## src/sv/assert_macros.svh

```systemverilog
// Assertion macros used by the effect generator's control module.
`ifndef ASSERT_MACROS_SVH
`define ASSERT_MACROS_SVH

// Checks that an implication holds at every clock edge outside reset.
`define ASSERT_IMPL(label, clk, rst, ante, cons) \
   label: assert property (@(posedge clk) disable iff (rst) (ante) |-> (cons)) \
      else $error("assertion failed");

// Checks that a condition holds in the cycle after another.
`define ASSERT_NEXT(label, clk, rst, ante, cons) \
   label: assert property (@(posedge clk) disable iff (rst) (ante) |=> (cons)) \
      else $error("assertion failed");

`endif

```

## src/sv/dmxfx_pkg.sv

```systemverilog
// ----------------------------------------------------------------------------
// dmxfx_pkg
// Shared types, constants and the sine table of the effect generator.
// ----------------------------------------------------------------------------
package dmxfx_pkg;

   localparam int CHANNELS_DEFAULT = 16;

   localparam logic CMD_TICK = 1'b0;
   localparam logic CMD_SET  = 1'b1;

   localparam logic [3:0] MODE_FIXED  = 4'd0;
   localparam logic [3:0] MODE_SQUARE = 4'd1;
   localparam logic [3:0] MODE_SAW    = 4'd2;
   localparam logic [3:0] MODE_SINE   = 4'd3;
   localparam logic [3:0] MODE_RAMP   = 4'd4;

   localparam int NUM_RATES = 10;

   // Commands from the controller to the datapath.
   typedef struct packed {
      logic start_div;   // begin the ten base phase divisions
      logic latch_set;   // capture a set item's fields
      logic do_set;      // write the set channel's entry
      logic load_chan;   // register the entry of the scanned channel
      logic emit_chan;   // compute and present the scanned channel's result
      logic clr_scan;    // restart the channel scan
   } ctl_cmd_type;

   // Status from the datapath to the controller.
   typedef struct packed {
      logic div_done;
      logic scan_end;    // scan index is the last channel
      logic chan_emits;  // loaded channel produces a result
      logic set_valid;   // latched set channel is in range
      logic set_emits;   // latched set produces a result
      logic any_after;   // an emitting channel follows the loaded one
   } ctl_sts_type;

   localparam logic [7:0] QSINE [0:64] = '{
      8'd128, 8'd131, 8'd134, 8'd137, 8'd140, 8'd143, 8'd146, 8'd149, 8'd152,
      8'd155, 8'd158, 8'd162, 8'd165, 8'd167, 8'd170, 8'd173, 8'd176, 8'd179,
      8'd182, 8'd185, 8'd188, 8'd190, 8'd193, 8'd196, 8'd198, 8'd201, 8'd203,
      8'd206, 8'd208, 8'd211, 8'd213, 8'd215, 8'd218, 8'd220, 8'd222, 8'd224,
      8'd226, 8'd228, 8'd230, 8'd232, 8'd234, 8'd235, 8'd237, 8'd238, 8'd240,
      8'd241, 8'd243, 8'd244, 8'd245, 8'd246, 8'd248, 8'd249, 8'd250, 8'd250,
      8'd251, 8'd252, 8'd253, 8'd253, 8'd254, 8'd254, 8'd254, 8'd255, 8'd255,
      8'd255, 8'd255
   };

   function automatic logic [7:0] sine_lookup(input logic [7:0] i);
      logic [7:0] r;
      if (i <= 8'd64)       r = QSINE[i[6:0]];
      else if (i < 8'd128)  r = QSINE[7'(8'd128 - i)];
      else if (i == 8'd128) r = 8'd128;
      else if (i <= 8'd192) r = 8'd255 - QSINE[7'(i - 8'd128)];
      else                  r = 8'd255 - QSINE[7'(9'd256 - {1'b0, i})];
      return r;
   endfunction

endpackage

```

## src/sv/dmxfx_divider.sv

```systemverilog
// ----------------------------------------------------------------------------
// dmxfx_divider
// Base phase unit: divides by the rate's constant divisor with shifts and a
// reciprocal multiplication, then reduces the quotient mod 255.
// ----------------------------------------------------------------------------
module dmxfx_divider
   import dmxfx_pkg::*;
(
   input  logic        clock,
   input  logic        reset,
   input  logic        start,
   input  logic [31:0] dividend,
   input  logic [3:0]  rate,
   output logic        done,
   output logic [7:0]  phase
);
   localparam logic [1:0] KIND_SHIFT  = 2'd0;
   localparam logic [1:0] KIND_DIV3   = 2'd1;
   localparam logic [1:0] KIND_DIV125 = 2'd2;

   // ceil(2^33/3) and ceil(2^35/125) are exact for every 32-bit dividend.
   localparam logic [31:0] RECIP_3   = 32'hAAAA_AAAB;
   localparam logic [31:0] RECIP_125 = 32'd274877907;

   logic [31:0] pre_ff, pre_in;
   logic [1:0]  kind_ff, kind_in;
   logic [31:0] quo_ff, quo_in;
   logic [7:0]  ph_ff, ph_in;
   logic        v1_ff, v2_ff, done_ff;
   logic [31:0] recip;
   logic [63:0] prod;
   logic [9:0]  fold1;
   logic [8:0]  fold2;

   // The power-of-two part of each divisor is shifted out first.
   always_comb begin
      pre_in  = dividend;
      kind_in = KIND_SHIFT;
      case (rate)
         4'd0: pre_in = {5'd0, dividend[31:5]};
         4'd1: pre_in = {4'd0, dividend[31:4]};
         4'd2: pre_in = {3'd0, dividend[31:3]};
         4'd3: pre_in = {2'd0, dividend[31:2]};
         4'd4: kind_in = KIND_DIV3;
         4'd5: pre_in = {1'b0, dividend[31:1]};
         4'd6: pre_in = dividend;
         4'd7: begin
            pre_in  = {2'd0, dividend[31:2]};
            kind_in = KIND_DIV125;
         end
         4'd8: begin
            pre_in  = {1'b0, dividend[31:1]};
            kind_in = KIND_DIV125;
         end
         default: kind_in = KIND_DIV125;
      endcase
   end

   always_comb begin
      recip = (kind_ff == KIND_DIV3) ? RECIP_3 : RECIP_125;
      prod  = {32'd0, pre_ff} * {32'd0, recip};
      case (kind_ff)
         KIND_DIV3:   quo_in = {1'b0, prod[63:33]};
         KIND_DIV125: quo_in = {3'd0, prod[63:35]};
         default:     quo_in = pre_ff;
      endcase
   end

   // 256 is 1 mod 255, so the bytes are summed and folded once more.
   always_comb begin
      fold1 = {2'd0, quo_ff[7:0]} + {2'd0, quo_ff[15:8]} +
              {2'd0, quo_ff[23:16]} + {2'd0, quo_ff[31:24]};
      fold2 = {1'b0, fold1[7:0]} + {7'd0, fold1[9:8]};
      ph_in = (fold2 >= 9'd255) ? 8'(fold2 - 9'd255) : fold2[7:0];
   end

   always_ff @(posedge clock) begin
      if (reset) begin
         v1_ff   <= 1'b0;
         v2_ff   <= 1'b0;
         done_ff <= 1'b0;
      end else begin
         v1_ff   <= start;
         v2_ff   <= v1_ff;
         done_ff <= v2_ff;
      end
      pre_ff  <= pre_in;
      kind_ff <= kind_in;
      quo_ff  <= quo_in;
      ph_ff   <= ph_in;
   end

   assign done  = done_ff;
   assign phase = ph_ff;
endmodule

```

## src/sv/dmxfx_datapath.sv

```systemverilog
// ----------------------------------------------------------------------------
// dmxfx_datapath
// Channel tables, base phase computation and per-channel level generation.
// ----------------------------------------------------------------------------
module dmxfx_datapath
   import dmxfx_pkg::*;
#(
   parameter int CHANNELS = CHANNELS_DEFAULT
)
(
   input  logic        clock,
   input  logic        reset,
   input  ctl_cmd_type cmd,
   output ctl_sts_type sts,
   input  logic [31:0] req_now_ms,
   input  logic [31:0] req_now_us,
   input  logic [7:0]  req_channel,
   input  logic [3:0]  req_effect_mode,
   input  logic [3:0]  req_rate_select,
   input  logic [7:0]  req_phase_offset,
   input  logic [7:0]  req_fixed_level,
   output logic [5:0]  res_channel,
   output logic [7:0]  res_level
);
   localparam int IW = (CHANNELS > 1) ? $clog2(CHANNELS) : 1;

   logic [3:0] mode_ff  [CHANNELS];
   logic [3:0] rate_ff  [CHANNELS];
   logic [7:0] ofs_ff   [CHANNELS];
   logic [7:0] prev_ff  [CHANNELS];
   logic [7:0] ramp_ff  [CHANNELS];
   logic       fin_ff   [CHANNELS];

   logic [31:0] ms_ff, us_ff;
   logic [7:0]  base_ff [NUM_RATES];
   logic [3:0]  ridx_ff;
   logic        dstart_ff;
   logic        running_ff;
   logic        div_start, div_done;
   logic [7:0]  div_phase;
   logic [31:0] div_dividend;

   logic [IW:0] scan_ff;
   logic [7:0]  s_ch_ff;
   logic [3:0]  s_mode_ff, s_rate_ff;
   logic [7:0]  s_ofs_ff, s_lvl_ff;
   logic [3:0]  l_mode_ff;
   logic [7:0]  l_ph_ff, l_prev_ff, l_ramp_ff;
   logic        l_fin_ff;
   logic [5:0]  res_ch_ff;
   logic [7:0]  res_lvl_ff;
   logic [IW-1:0] sidx, cidx;
   logic [CHANNELS-1:0] emits_vec;
   logic [7:0]  ramp_new;
   logic        fin_new;
   logic [8:0]  ramp_sum;
   logic [7:0]  delta;

   function automatic logic [7:0] base_of(input logic [3:0] r,
                                          input logic [7:0] b [NUM_RATES]);
      logic [7:0] v;
      v = 8'd0;
      for (int k = 0; k < NUM_RATES; k++)
         if (r == 4'(k)) v = b[k];
      return v;
   endfunction

   function automatic logic mode_emits(input logic [3:0] m);
      return (m == MODE_SQUARE) || (m == MODE_SAW) || (m == MODE_SINE) ||
             (m == MODE_RAMP);
   endfunction

   assign div_start    = dstart_ff;
   assign div_dividend = (ridx_ff < 4'd7) ? ms_ff : us_ff;

   dmxfx_divider u_div (
      .clock    (clock),
      .reset    (reset),
      .start    (div_start),
      .dividend (div_dividend),
      .rate     (ridx_ff),
      .done     (div_done),
      .phase    (div_phase)
   );

   // The ten divisions run back to back; done is raised after the last.
   always_ff @(posedge clock) begin
      if (reset) begin
         ms_ff      <= '0;
         us_ff      <= '0;
         ridx_ff    <= '0;
         dstart_ff  <= 1'b0;
         running_ff <= 1'b0;
         for (int k = 0; k < NUM_RATES; k++) base_ff[k] <= '0;
      end else begin
         dstart_ff <= 1'b0;
         if (cmd.start_div) begin
            ms_ff      <= req_now_ms;
            us_ff      <= req_now_us;
            ridx_ff    <= '0;
            dstart_ff  <= 1'b1;
            running_ff <= 1'b1;
         end else if (div_done) begin
            base_ff[ridx_ff] <= div_phase;
            if (ridx_ff == 4'(NUM_RATES - 1)) begin
               running_ff <= 1'b0;
            end else begin
               ridx_ff   <= ridx_ff + 4'd1;
               dstart_ff <= 1'b1;
            end
         end
      end
   end

   assign sidx = scan_ff[IW-1:0];
   assign cidx = s_ch_ff[IW-1:0];

   always_comb begin
      for (int k = 0; k < CHANNELS; k++)
         emits_vec[k] = mode_emits(mode_ff[k]) && (IW'(k) > sidx);
   end

   always_comb begin
      sts.div_done   = div_done && (ridx_ff == 4'(NUM_RATES - 1)) && running_ff;
      sts.scan_end   = (scan_ff == (IW+1)'(CHANNELS - 1));
      sts.chan_emits = mode_emits(l_mode_ff);
      sts.set_valid  = ({1'b0, s_ch_ff} < 9'(CHANNELS));
      sts.set_emits  = (s_mode_ff == MODE_FIXED) || (s_mode_ff == MODE_RAMP);
      sts.any_after  = |emits_vec;
   end

   assign delta    = l_ph_ff - l_prev_ff;
   assign ramp_sum = {1'b0, l_ramp_ff} + {1'b0, delta};
   always_comb begin
      ramp_new = l_ramp_ff;
      fin_new  = l_fin_ff;
      if (!l_fin_ff && delta != 8'd0) begin
         if (ramp_sum >= 9'd255) begin
            ramp_new = 8'd255;
            fin_new  = 1'b1;
         end else begin
            ramp_new = ramp_sum[7:0];
         end
      end
   end

   always_ff @(posedge clock) begin
      if (reset) begin
         scan_ff <= '0;
         for (int k = 0; k < CHANNELS; k++) begin
            mode_ff[k] <= '0;
            rate_ff[k] <= '0;
            ofs_ff[k]  <= '0;
            prev_ff[k] <= '0;
            ramp_ff[k] <= '0;
            fin_ff[k]  <= 1'b0;
         end
      end else begin
         if (cmd.clr_scan) scan_ff <= '0;
         if (cmd.do_set && sts.set_valid) begin
            mode_ff[cidx] <= s_mode_ff;
            rate_ff[cidx] <= s_rate_ff;
            ofs_ff[cidx]  <= s_ofs_ff;
            prev_ff[cidx] <= base_of(s_rate_ff, base_ff) + s_ofs_ff;
            if (s_mode_ff == MODE_FIXED) begin
               fin_ff[cidx]  <= 1'b0;
               ramp_ff[cidx] <= s_lvl_ff;
            end else if (s_mode_ff == MODE_RAMP) begin
               fin_ff[cidx]  <= 1'b0;
               ramp_ff[cidx] <= '0;
            end
         end
         if (cmd.emit_chan) begin
            if (l_mode_ff == MODE_RAMP) begin
               ramp_ff[sidx] <= ramp_new;
               fin_ff[sidx]  <= fin_new;
               if (!l_fin_ff) prev_ff[sidx] <= l_ph_ff;
            end
            scan_ff <= scan_ff + (IW+1)'(1);
         end
      end
   end

   always_ff @(posedge clock) begin
      if (cmd.latch_set) begin
         s_ch_ff   <= req_channel;
         s_mode_ff <= req_effect_mode;
         s_rate_ff <= req_rate_select;
         s_ofs_ff  <= req_phase_offset;
         s_lvl_ff  <= req_fixed_level;
      end
      if (cmd.load_chan) begin
         l_mode_ff <= mode_ff[sidx];
         l_ph_ff   <= base_of(rate_ff[sidx], base_ff) + ofs_ff[sidx];
         l_prev_ff <= prev_ff[sidx];
         l_ramp_ff <= ramp_ff[sidx];
         l_fin_ff  <= fin_ff[sidx];
      end
      if (cmd.emit_chan) begin
         res_ch_ff <= 6'(sidx);
         case (l_mode_ff)
            MODE_SQUARE: res_lvl_ff <= l_ph_ff[7] ? 8'd255 : 8'd0;
            MODE_SAW:    res_lvl_ff <= l_ph_ff;
            MODE_SINE:   res_lvl_ff <= sine_lookup(l_ph_ff);
            default:     res_lvl_ff <= ramp_new;
         endcase
      end else if (cmd.do_set) begin
         res_ch_ff  <= s_ch_ff[5:0];
         res_lvl_ff <= (s_mode_ff == MODE_FIXED) ? s_lvl_ff : 8'd0;
      end
   end

   assign res_channel = res_ch_ff;
   assign res_level   = res_lvl_ff;
endmodule

```

## src/sv/dmxfx_control.sv

```systemverilog
// ----------------------------------------------------------------------------
// dmxfx_control
// Sequencer for tick scans and set items, and the result handshake.
// ----------------------------------------------------------------------------
module dmxfx_control
   import dmxfx_pkg::*;
(
   input  logic        clock,
   input  logic        reset,
   input  logic        req_valid,
   output logic        req_ready,
   input  logic        req_cmd,
   output logic        rsp_valid,
   input  logic        rsp_ready,
   output logic        rsp_last,
   output ctl_cmd_type cmd,
   input  ctl_sts_type sts
);
   `include "assert_macros.svh"

   typedef enum logic [5:0] {
      ST_IDLE = 6'b000001,
      ST_DIV  = 6'b000010,
      ST_LOAD = 6'b000100,
      ST_EVAL = 6'b001000,
      ST_SET  = 6'b010000,
      ST_OUT  = 6'b100000
   } state_type;

   state_type state_ff, state_in;
   logic      last_ff, last_in;
   logic      tick_ff, tick_in;
   logic      more_ff, more_in;

   always_comb begin
      state_in = state_ff;
      last_in  = last_ff;
      tick_in  = tick_ff;
      more_in  = more_ff;
      cmd      = '0;
      req_ready = 1'b0;
      case (state_ff)
         ST_IDLE: begin
            req_ready = 1'b1;
            if (req_valid) begin
               if (req_cmd == CMD_TICK) begin
                  cmd.start_div = 1'b1;
                  state_in = ST_DIV;
               end else begin
                  cmd.latch_set = 1'b1;
                  state_in = ST_SET;
               end
            end
         end
         ST_DIV: begin
            if (sts.div_done) begin
               cmd.clr_scan = 1'b1;
               state_in = ST_LOAD;
            end
         end
         ST_LOAD: begin
            cmd.load_chan = 1'b1;
            state_in = ST_EVAL;
         end
         ST_EVAL: begin
            // Channels that emit nothing are stepped past without a result.
            cmd.emit_chan = 1'b1;
            more_in  = !sts.scan_end;
            tick_in  = 1'b1;
            last_in  = !sts.any_after;
            if (sts.chan_emits) state_in = ST_OUT;
            else if (sts.scan_end) state_in = ST_IDLE;
            else state_in = ST_LOAD;
         end
         ST_SET: begin
            cmd.do_set = 1'b1;
            tick_in = 1'b0;
            last_in = 1'b1;
            if (sts.set_valid && sts.set_emits) state_in = ST_OUT;
            else state_in = ST_IDLE;
         end
         ST_OUT: begin
            if (rsp_ready) begin
               if (tick_ff && more_ff) state_in = ST_LOAD;
               else state_in = ST_IDLE;
            end
         end
         default: state_in = ST_IDLE;
      endcase
   end

   always_ff @(posedge clock) begin
      if (reset) begin
         state_ff <= ST_IDLE;
         last_ff  <= 1'b0;
         tick_ff  <= 1'b0;
         more_ff  <= 1'b0;
      end else begin
         state_ff <= state_in;
         last_ff  <= last_in;
         tick_ff  <= tick_in;
         more_ff  <= more_in;
      end
   end

   assign rsp_valid = (state_ff == ST_OUT);
   assign rsp_last  = last_ff;

   `ASSERT_IMPL(a_ready_idle, clock, reset, req_ready, !rsp_valid)
   `ASSERT_NEXT(a_last_ends, clock, reset, rsp_valid && rsp_ready && rsp_last, !rsp_valid)
   `ASSERT_NEXT(a_set_one, clock, reset, state_ff == ST_SET, !req_ready || !rsp_valid)
endmodule

```

## src/sv/dmx_channel_effect_generator.sv

```systemverilog
// ----------------------------------------------------------------------------
// dmx_channel_effect_generator
// Per-channel lighting effect generator: fixed, square, saw, sine and ramp levels.
// ----------------------------------------------------------------------------
//   channel | direction | handshake            | payload
//   req_    | in        | req_valid/req_ready  | cmd, time, channel settings
//   rsp_    | out       | rsp_valid/rsp_ready  | channel, level, last
//
// A tick computes the ten base phases one after another, each through start,
// shift, reciprocal multiply and fold mod 255, then loads and evaluates each
// channel in turn and waits on the handshake of every result delivered.
// A set item writes its channel entry, then hands over any result it makes.
// Reset is synchronous and clears all channel state and the latched time.
// A stalled result holds the sequencer; no new item is taken until done.
// ----------------------------------------------------------------------------
module dmx_channel_effect_generator
   import dmxfx_pkg::*;
#(
   parameter int CHANNELS = CHANNELS_DEFAULT
)
(
   input  logic        clock,
   input  logic        reset,
   input  logic        req_valid,
   output logic        req_ready,
   input  logic        req_cmd,
   input  logic [31:0] req_now_ms,
   input  logic [31:0] req_now_us,
   input  logic [7:0]  req_channel,
   input  logic [3:0]  req_effect_mode,
   input  logic [3:0]  req_rate_select,
   input  logic [7:0]  req_phase_offset,
   input  logic [7:0]  req_fixed_level,
   output logic        rsp_valid,
   input  logic        rsp_ready,
   output logic [5:0]  rsp_out_channel,
   output logic [7:0]  rsp_out_level,
   output logic        rsp_last
);
   ctl_cmd_type cmd;
   ctl_sts_type sts;

   dmxfx_control u_ctl (
      .clock     (clock),
      .reset     (reset),
      .req_valid (req_valid),
      .req_ready (req_ready),
      .req_cmd   (req_cmd),
      .rsp_valid (rsp_valid),
      .rsp_ready (rsp_ready),
      .rsp_last  (rsp_last),
      .cmd       (cmd),
      .sts       (sts)
   );

   dmxfx_datapath #(.CHANNELS(CHANNELS)) u_dp (
      .clock            (clock),
      .reset            (reset),
      .cmd              (cmd),
      .sts              (sts),
      .req_now_ms       (req_now_ms),
      .req_now_us       (req_now_us),
      .req_channel      (req_channel),
      .req_effect_mode  (req_effect_mode),
      .req_rate_select  (req_rate_select),
      .req_phase_offset (req_phase_offset),
      .req_fixed_level  (req_fixed_level),
      .res_channel      (rsp_out_channel),
      .res_level        (rsp_out_level)
   );
endmodule
```

## config.mk

```make
export PLATFORM = sky130hd
export DESIGN_NAME = dmx_channel_effect_generator
export DESIGN_NICKNAME = d
export VERILOG_FILES = /design/src/sv/dmxfx_pkg.sv /design/src/sv/dmxfx_divider.sv /design/src/sv/dmxfx_datapath.sv /design/src/sv/dmxfx_control.sv /design/src/sv/dmx_channel_effect_generator.sv
export VERILOG_INCLUDE_DIRS = /design/src /design/src/sv
export SDC_FILE = /design/constraint.sdc
export NUM_CORES = 2
export LEC_CHECK = 0
export ABC_AREA = 1
export ABC_CLOCK_PERIOD_IN_PS = 10700
export BUFFER_PORTS_ARGS = -buffer_cell sky130_fd_sc_hd__buf_4
export CAP_MARGIN = 10
export CORE_AREA = 10 10 425 427
export DETAILED_ROUTE_END_ITERATION = 7
export DIE_AREA = 0 0 435 437
export PLACE_DENSITY = 0.49
export SLEW_MARGIN = 5
export SYNTH_ARGS = -nofsm -noshare
export SYNTH_HDL_FRONTEND = slang
export SYNTH_SLANG_ARGS = --single-unit
```

## constraint.sdc

```tcl
create_clock -name clock -period 10.7 [get_ports clock]
set_input_delay 2.14 -clock clock [delete_from_list [all_inputs] [get_ports clock]]
set_output_delay 2.14 -clock clock [all_outputs]
set_load 0.05 [all_outputs]
```

Yosys cells after proc, flatten, opt, wreduce, memory -nomap -nowiden
Memories as Yosys holds them, arrays and structs flattened. A register that Yosys moved wholly into a read port is not among the register bits.
Cells that the tools add are included.
Word-level totals
  flip-flop bits (word level): 295
  RAM bits: 528
  ROM bits: 4096
  input port bits: 101
  output and inout port bits: 17
  logic and storage cells: 456
  memories: 10
Memory list
  (name not given): words 128, bits a word 8, rd ports 1, clocked after Yosys merged registers in 0, write ports 0, line dmxfx_pkg.sv:53  | if (i <= 8'd64) r = QSINE[i[6:0]];
  (name not given): words 128, bits a word 8, rd ports 1, clocked after Yosys merged registers in 0, write ports 0, line dmxfx_pkg.sv:54  | else if (i < 8'd128) r = QSINE[7'(8'd128 - i)];
  (name not given): words 128, bits a word 8, rd ports 1, clocked after Yosys merged registers in 0, write ports 0, line dmxfx_pkg.sv:56  | else if (i <= 8'd192) r = 8'd255 - QSINE[7'(i - 8'd128)];
  (name not given): words 128, bits a word 8, rd ports 1, clocked after Yosys merged registers in 0, write ports 0, line dmxfx_pkg.sv:57  | else r = 8'd255 - QSINE[7'(9'd256 - {1'b0, i})];
  u_dp.ofs_ff: words 16, bits a word 8, rd ports 1, clocked after Yosys merged registers in 1, write ports 16, line dmxfx_datapath.sv:29  | logic [7:0] ofs_ff [CHANNELS];
  u_dp.prev_ff: words 16, bits a word 8, rd ports 1, clocked after Yosys merged registers in 1, write ports 16, line dmxfx_datapath.sv:30  | logic [7:0] prev_ff [CHANNELS];
  4 more memories
Cells by class
  $add $sub $neg: 16
  multiply operators: 1
  order comparisons: 29
  equality and inequality tests: 109
  mux-type cells: 140
  bitwise logic cells: 9
  reductions and logical operators: 106
Operator list (number)
  two-way mux 8 bit: 49
  == test 4 x 2 -> 1 bit, second input constant: 40
  one-hot mux 32 bit (5 select lines): 1
  == test 4 x 3 -> 1 bit, second input constant: 30
  bitwise mux 80 bit: 1
  == test 4 x 1 -> 1 bit, second input constant: 20
  two-way mux 4 bit: 17
  multiplier 32 x 32 -> 64 bit: 1
  two-way mux 32 bit: 2
  one-hot mux 32 bit (2 select lines): 1
  logical OR 1 bit: 52
  two-way mux 1 bit: 51
  OR reduction 8 bit: 5
  one-hot mux 6 bit (6 select lines): 1
  demux 8 bit (select 4 bit): 1
  >= comparator 8 bit, second input constant: 4
  > comparator 4 bit, first input constant: 8
  NOT 7 -> 8 bit: 4
  two-way mux 6 bit: 5
  == test 4 bit, second input constant: 6
  one-hot mux 8 bit (3 select lines): 1
  logical AND 1 bit: 23
  adder 8 x 8 -> 9 bit: 2
  >= comparator 9 x 8 -> 1 bit, second input constant: 2
  52 further kinds: 83

Depth between registers and ports, before layout
  depth in word-level cells: 16
  depth in mapped cells: 41
  mapped depth without buffers: 40

Hierarchy
Synthesis repeated with hierarchy kept, for this count alone.
Unflattened totals
  cell total of the unflattened synthesis: 8340
  area total of the unflattened synthesis: 68441.9 µm²
By module, submodules not included
  dmxfx_datapath: times used 1, cells an instance 4386, area an instance 38545.7 µm², seq. area each 21270.4 µm²
  dmxfx_divider: times used 1, cells an instance 3858, area an instance 29311.9 µm², seq. area each 1541.5 µm²
  dmxfx_control: times used 1, cells an instance 96, area an instance 584.3 µm², seq. area each 180.2 µm²

Worst setup path before layout
No wires, ideal clock.
  path kind: register -> register
  start: register u_dp.u_div.kind_ff[1]
  end: register u_dp.u_div.quo_ff[12]
  library setup time: 0.130 ns
  arrival time: 7.405 ns
  data required time: 10.570 ns
  path slack: 3.165 ns
  cell stages (with the launch flop): 36
  path buffers: 3
  period minus slack after synthesis: 7.535 ns
  path through: dfxtp_1 -> inv_1 -> ha_1 -> clkbuf_1 -> buf_1 -> buf_1 -> nand2_1 -> inv_1 -> nor2_1 -> inv_1 -> ha_1 -> fa_1 -> inv_1 -> fa_1 -> fa_1 -> inv_1 -> fa_1 -> fa_1 -> fa_1 -> inv_1 -> fa_1 -> inv_1 -> ha_1 -> nand2_1 -> nor2_1 -> inv_1 -> nor2_1 -> inv_1 -> nor3_1 -> or3b_2 -> nand3_1 -> nand2_1 -> nand2_1 -> nand2_1 -> nand3_1 -> o211ai_1
Between the ends
  word-level cells in the longest chain between the ends: 4
  elaborated cells between the ends (all ways): 5
  those cells by class: mul: 1; eq/ne: 2; mux: 2
RTL lines
  from (decl): line dmxfx_divider.sv:26  | logic [1:0] kind_ff, kind_in;
  from (signal assigned): line dmxfx_divider.sv:88  | kind_ff <= kind_in;
  == test 2 x 1 -> 1 bit: line dmxfx_divider.sv:60, dmxfx_divider.sv:62
  two-way mux 32 bit: line dmxfx_divider.sv:60  | recip = (kind_ff == KIND_DIV3) ? RECIP_3 : RECIP_125;
  multiplier 32 x 32 -> 64 bit: line dmxfx_divider.sv:61  | prod = {32'd0, pre_ff} * {32'd0, recip};
  one-hot mux 32 bit (2 select lines) *: line dmxfx_divider.sv:62  | case (kind_ff)
  via u_dp.u_div.quo_in[12]: line dmxfx_divider.sv:27  | logic [31:0] quo_ff, quo_in;
  to (signal assigned): line dmxfx_divider.sv:89  | quo_ff <= quo_in;
  to (decl): line dmxfx_divider.sv:27
Mark *: on every way through the listed nets, which the timed path passes. The rest lies on a longest branch.
A chain may end at the register's enable or synchronous reset.

Final worst setup path
Ends and elaborated chain as after synthesis.

==> flow_metrics.tcl <==
set metrics [dict create \
    clk_pin_slew_ns 0.06 \
    cp.required_ns 11.25 \
    tns_ns 0 \
    dp.cells 9858 \
    grt_max_degree 94 \
    dieHeight_um 437 \
    rr_worst_depth 31 \
    outcome "finished clean" \
    clock_latency_ns 0.71 \
    core_area_mm2 0.1714 \
    drt_pass1_iterations 6 \
    hold_viol 0 \
    critPathLaunchType "flip-flop" \
    die_w_um 435 \
    hold_ws_ns 0.4030 \
    power_density_mw_per_mm2 239.5 \
    routed-via-count 52040 \
    leakagePower_uw 0.03389 \
    path_buf_inv 8 \
    synth.top_cell.area_share 0.2779 \
    slew_headroom 0.1577 \
    hold_path.class "reg -> reg" \
    cp-endpoint "u_dp.u_div.quo_ff[12]" \
    die_area_mm2 0.1901 \
    cts_resized 0 \
    utilization 0.4174 \
    ant_nets 0 \
    gp_congestion 0.9829 \
    cts-buffers-inserted 94 \
    clock_path_buffers 3 \
    seq_area_mm2 0.02300 \
    clock_skew_ns 0.02360 \
    max_clock_freq_mhz 108.7 \
    avgSynthCellArea_um2 8.591 \
    drt-initial-drc-count 4377 \
    viasPerCell 5.187 \
    grt_use_met2 0.4125 \
    area_growth_pct 10.12 \
    cts.sinks 848 \
    cp_top_family "adder cells" \
    antenna_found_initial 1 \
    holdBufCountCts 0 \
    post-route-period-util 0.8596 \
    worstSetupPathType "reg -> reg" \
    crit_path_start "u_dp.u_div.kind_ff[1]" \
    grt_use_total 0.2369 \
    yosysSeqAreaShare 0.3540 \
    r2r_setup_slack_ns 1.50 \
    met3_usage 0.02110 \
    fill_cells 17440 \
    drc 0 \
    finalMaxSlewViolations 0 \
    syn_area_mm2 0.06495 \
    io_pins 118 \
    initial_utilization 0.3790 \
    place_hpwl_um 182400 \
    busiest_layer "met2" \
    stdcell_count 10030 \
    worst-path-stages 31 \
    worstPathArrival_ns 9.74 \
    endpoint_kind "flip-flop" \
    drive_gt1_frac 0.05905 \
    cts_tree "done" \
    rows 152 \
    nNetsFinal 8719 \
    rr_startpoint "u_dp.u_div.kind_ff[1]" \
    slowest_delay_ns 0.79 \
    wirelength_um 230200 \
    crit_slowest_cell "fa_1" \
    yosysUniqueCellTypes 64 \
    grt_overflow_total 0 \
    synth_flop_cell "edfxtp_1" \
    postCtsSetupBuffers 0 \
    maxCapViolations 0 \
    synth_edf_count 601 \
    first_global_vias 52820 \
    vdd_drop_max_mv 0.3210 \
    grt_setup_unrepaired "no" \
    multi_input_area_mm2 0.03602 \
    r2r_end "u_dp.u_div.quo_ff[12]" \
    yosys-top-cells-count "inv_1 (1,326), nor2_1 (1,274), nand2_1 (1,024)" \
    globalRouteMet1Util 0.3001 \
    portBuffers 117 \
    clockRootBuffer "clkbuf_16" \
    synth_most_common_cell "inv_1" \
    wl_per_cell_um 22.94 \
    path_max_fanout 30 \
    synth_cells 7560 \
    ys_warn_count 0 \
    htree_levels 3 \
    setup_violations 0 \
    synth.area.top_cells "edfxtp_1 (28%), fa_1 (17%), ha_1 (7.8%)" \
    period_needed_ns 9.198 \
    worstMarginPinSlew_ns 1.263 \
    ys_seq_elements 848 \
    synth_top_cell_by_area "edfxtp_1" \
    grt_pass1_wl_um 343800 \
    async_flop_share 0 \
]
-- registers in the layout, indices dropped and copies added, names as in the netlist, 16 cells and up, named ones only --
name,flops
u_dp.mode_ff,64
u_dp.prev_ff,128
u_dp.ms_ff,32
u_dp.us_ff,32
u_dp.fin_ff,16
u_dp.u_div.pre_ff,32
u_dp.ramp_ff,128
u_dp.base_ff,80
u_dp.rate_ff,64
u_dp.u_div.quo_ff,32
u_dp.ofs_ff,128
-- worst min path at each step --
stage,to,slack [ns],depth (start not counted),from
2_1_floorplan,u_dp.u_div.done,0.39,2,u_dp.u_div.v2_ff
3_3_place_gp,u_dp.u_div.v2_ff,0.39,2,u_dp.u_div.v1_ff
3_5_place_dp,u_dp.u_div.v2_ff,0.40,2,u_dp.u_div.v1_ff
4_1_cts,u_dp.u_div.v2_ff,0.41,2,u_dp.u_div.v1_ff
5_1_grt,u_dp.u_div.done,0.42,2,u_dp.u_div.v2_ff
6_report,u_dp.u_div.v2_ff,0.40,2,u_dp.u_div.v1_ff
-- worst min-delay path, delay by kind of cell (launching register included) --
family | cells | cell delay (ns)
flip-flops | 1 | 0.30
AND/OR/NAND/NOR | 1 | 0.03
buffers and inverters | 1 | 0.04
-- power by group --
group / switching (uW) / total [uW] / internal [uW]
logic: 6640 / 10100 / 3440
registers: 137 / 3780 / 3640
clock network: 1430 / 3270 / 1840
total: 8200 / 17100 / 8920
-- cell type report --
type                    instances  share of cell area
well taps                    2310             0.04041
repair buffers                188             0.01973
inverters                    1373             0.07225
clock inverters                49            0.006368
diodes                          1          0.00003499
flip-flops and latches        848              0.3216
multi-input cells            5139              0.5037
clock buffers                 125             0.03595
-- routing by layer --
layer  vias to the layer above  wire length, um
met5                         -                0
met4                         0            10840
met3                       363            10740
met2                      1538           113800
met1                     25700            94770
li1                      24440                -
-- metrics by stage --
stage	total power, uW	setup slack [ns]	instance area (um2)
floorplan	10410	3.165	65270
global placement	13810	1.556	68490
detailed placement	13720	1.592	68490
CTS	17120	1.571	71520
global route	18460	1.190	71520
finish	17130	1.502	71520
-- cells by family (layout without fill, tap and decap cells) --
group / after synthesis / after routing / share of synthesized area
xor+xnor: 68 / 68 / 0.009170
simple gates: 2712 / 2712 / 0.1699
buf+inv: 1659 / 1735 / 0.09671
other cells: 2 / 89 / 0.0001156
mux: 18 / 18 / 0.002774
compound gates: 1279 / 1279 / 0.1141
fa+ha+maj: 974 / 974 / 0.2532
flops: 848 / 848 / 0.3540
-- cells in the final DEF, fill, tap and decap left out, drive strengths merged, types with 11 or more instances in the layout --
cell type | Yosys | layout
dfxtp | 247 | 247
nor3 | 41 | 41
clkinv | 33 | 70
a21oi | 324 | 324
mux2i | 18 | 18
o21bai | 17 | 17
nor2 | 1287 | 1287
a31oi | 19 | 19
buf | 60 | 188
o211ai | 59 | 59
nor4 | 12 | 12
or2 | 45 | 45
clkbuf | 226 | 125
edfxtp | 601 | 601
a21o | 19 | 19
o221ai | 91 | 91
o21a | 11 | 11
fa | 567 | 567
xor2 | 56 | 56
nand4 | 32 | 32
ha | 407 | 407
o21ai | 585 | 585
nand3 | 229 | 229
nand2 | 1056 | 1056
inv | 1340 | 1344
xnor2 | 12 | 12
o22ai | 99 | 99
conb | 2 | 88
No activity file was read; power rests on OpenSTA's default activity.
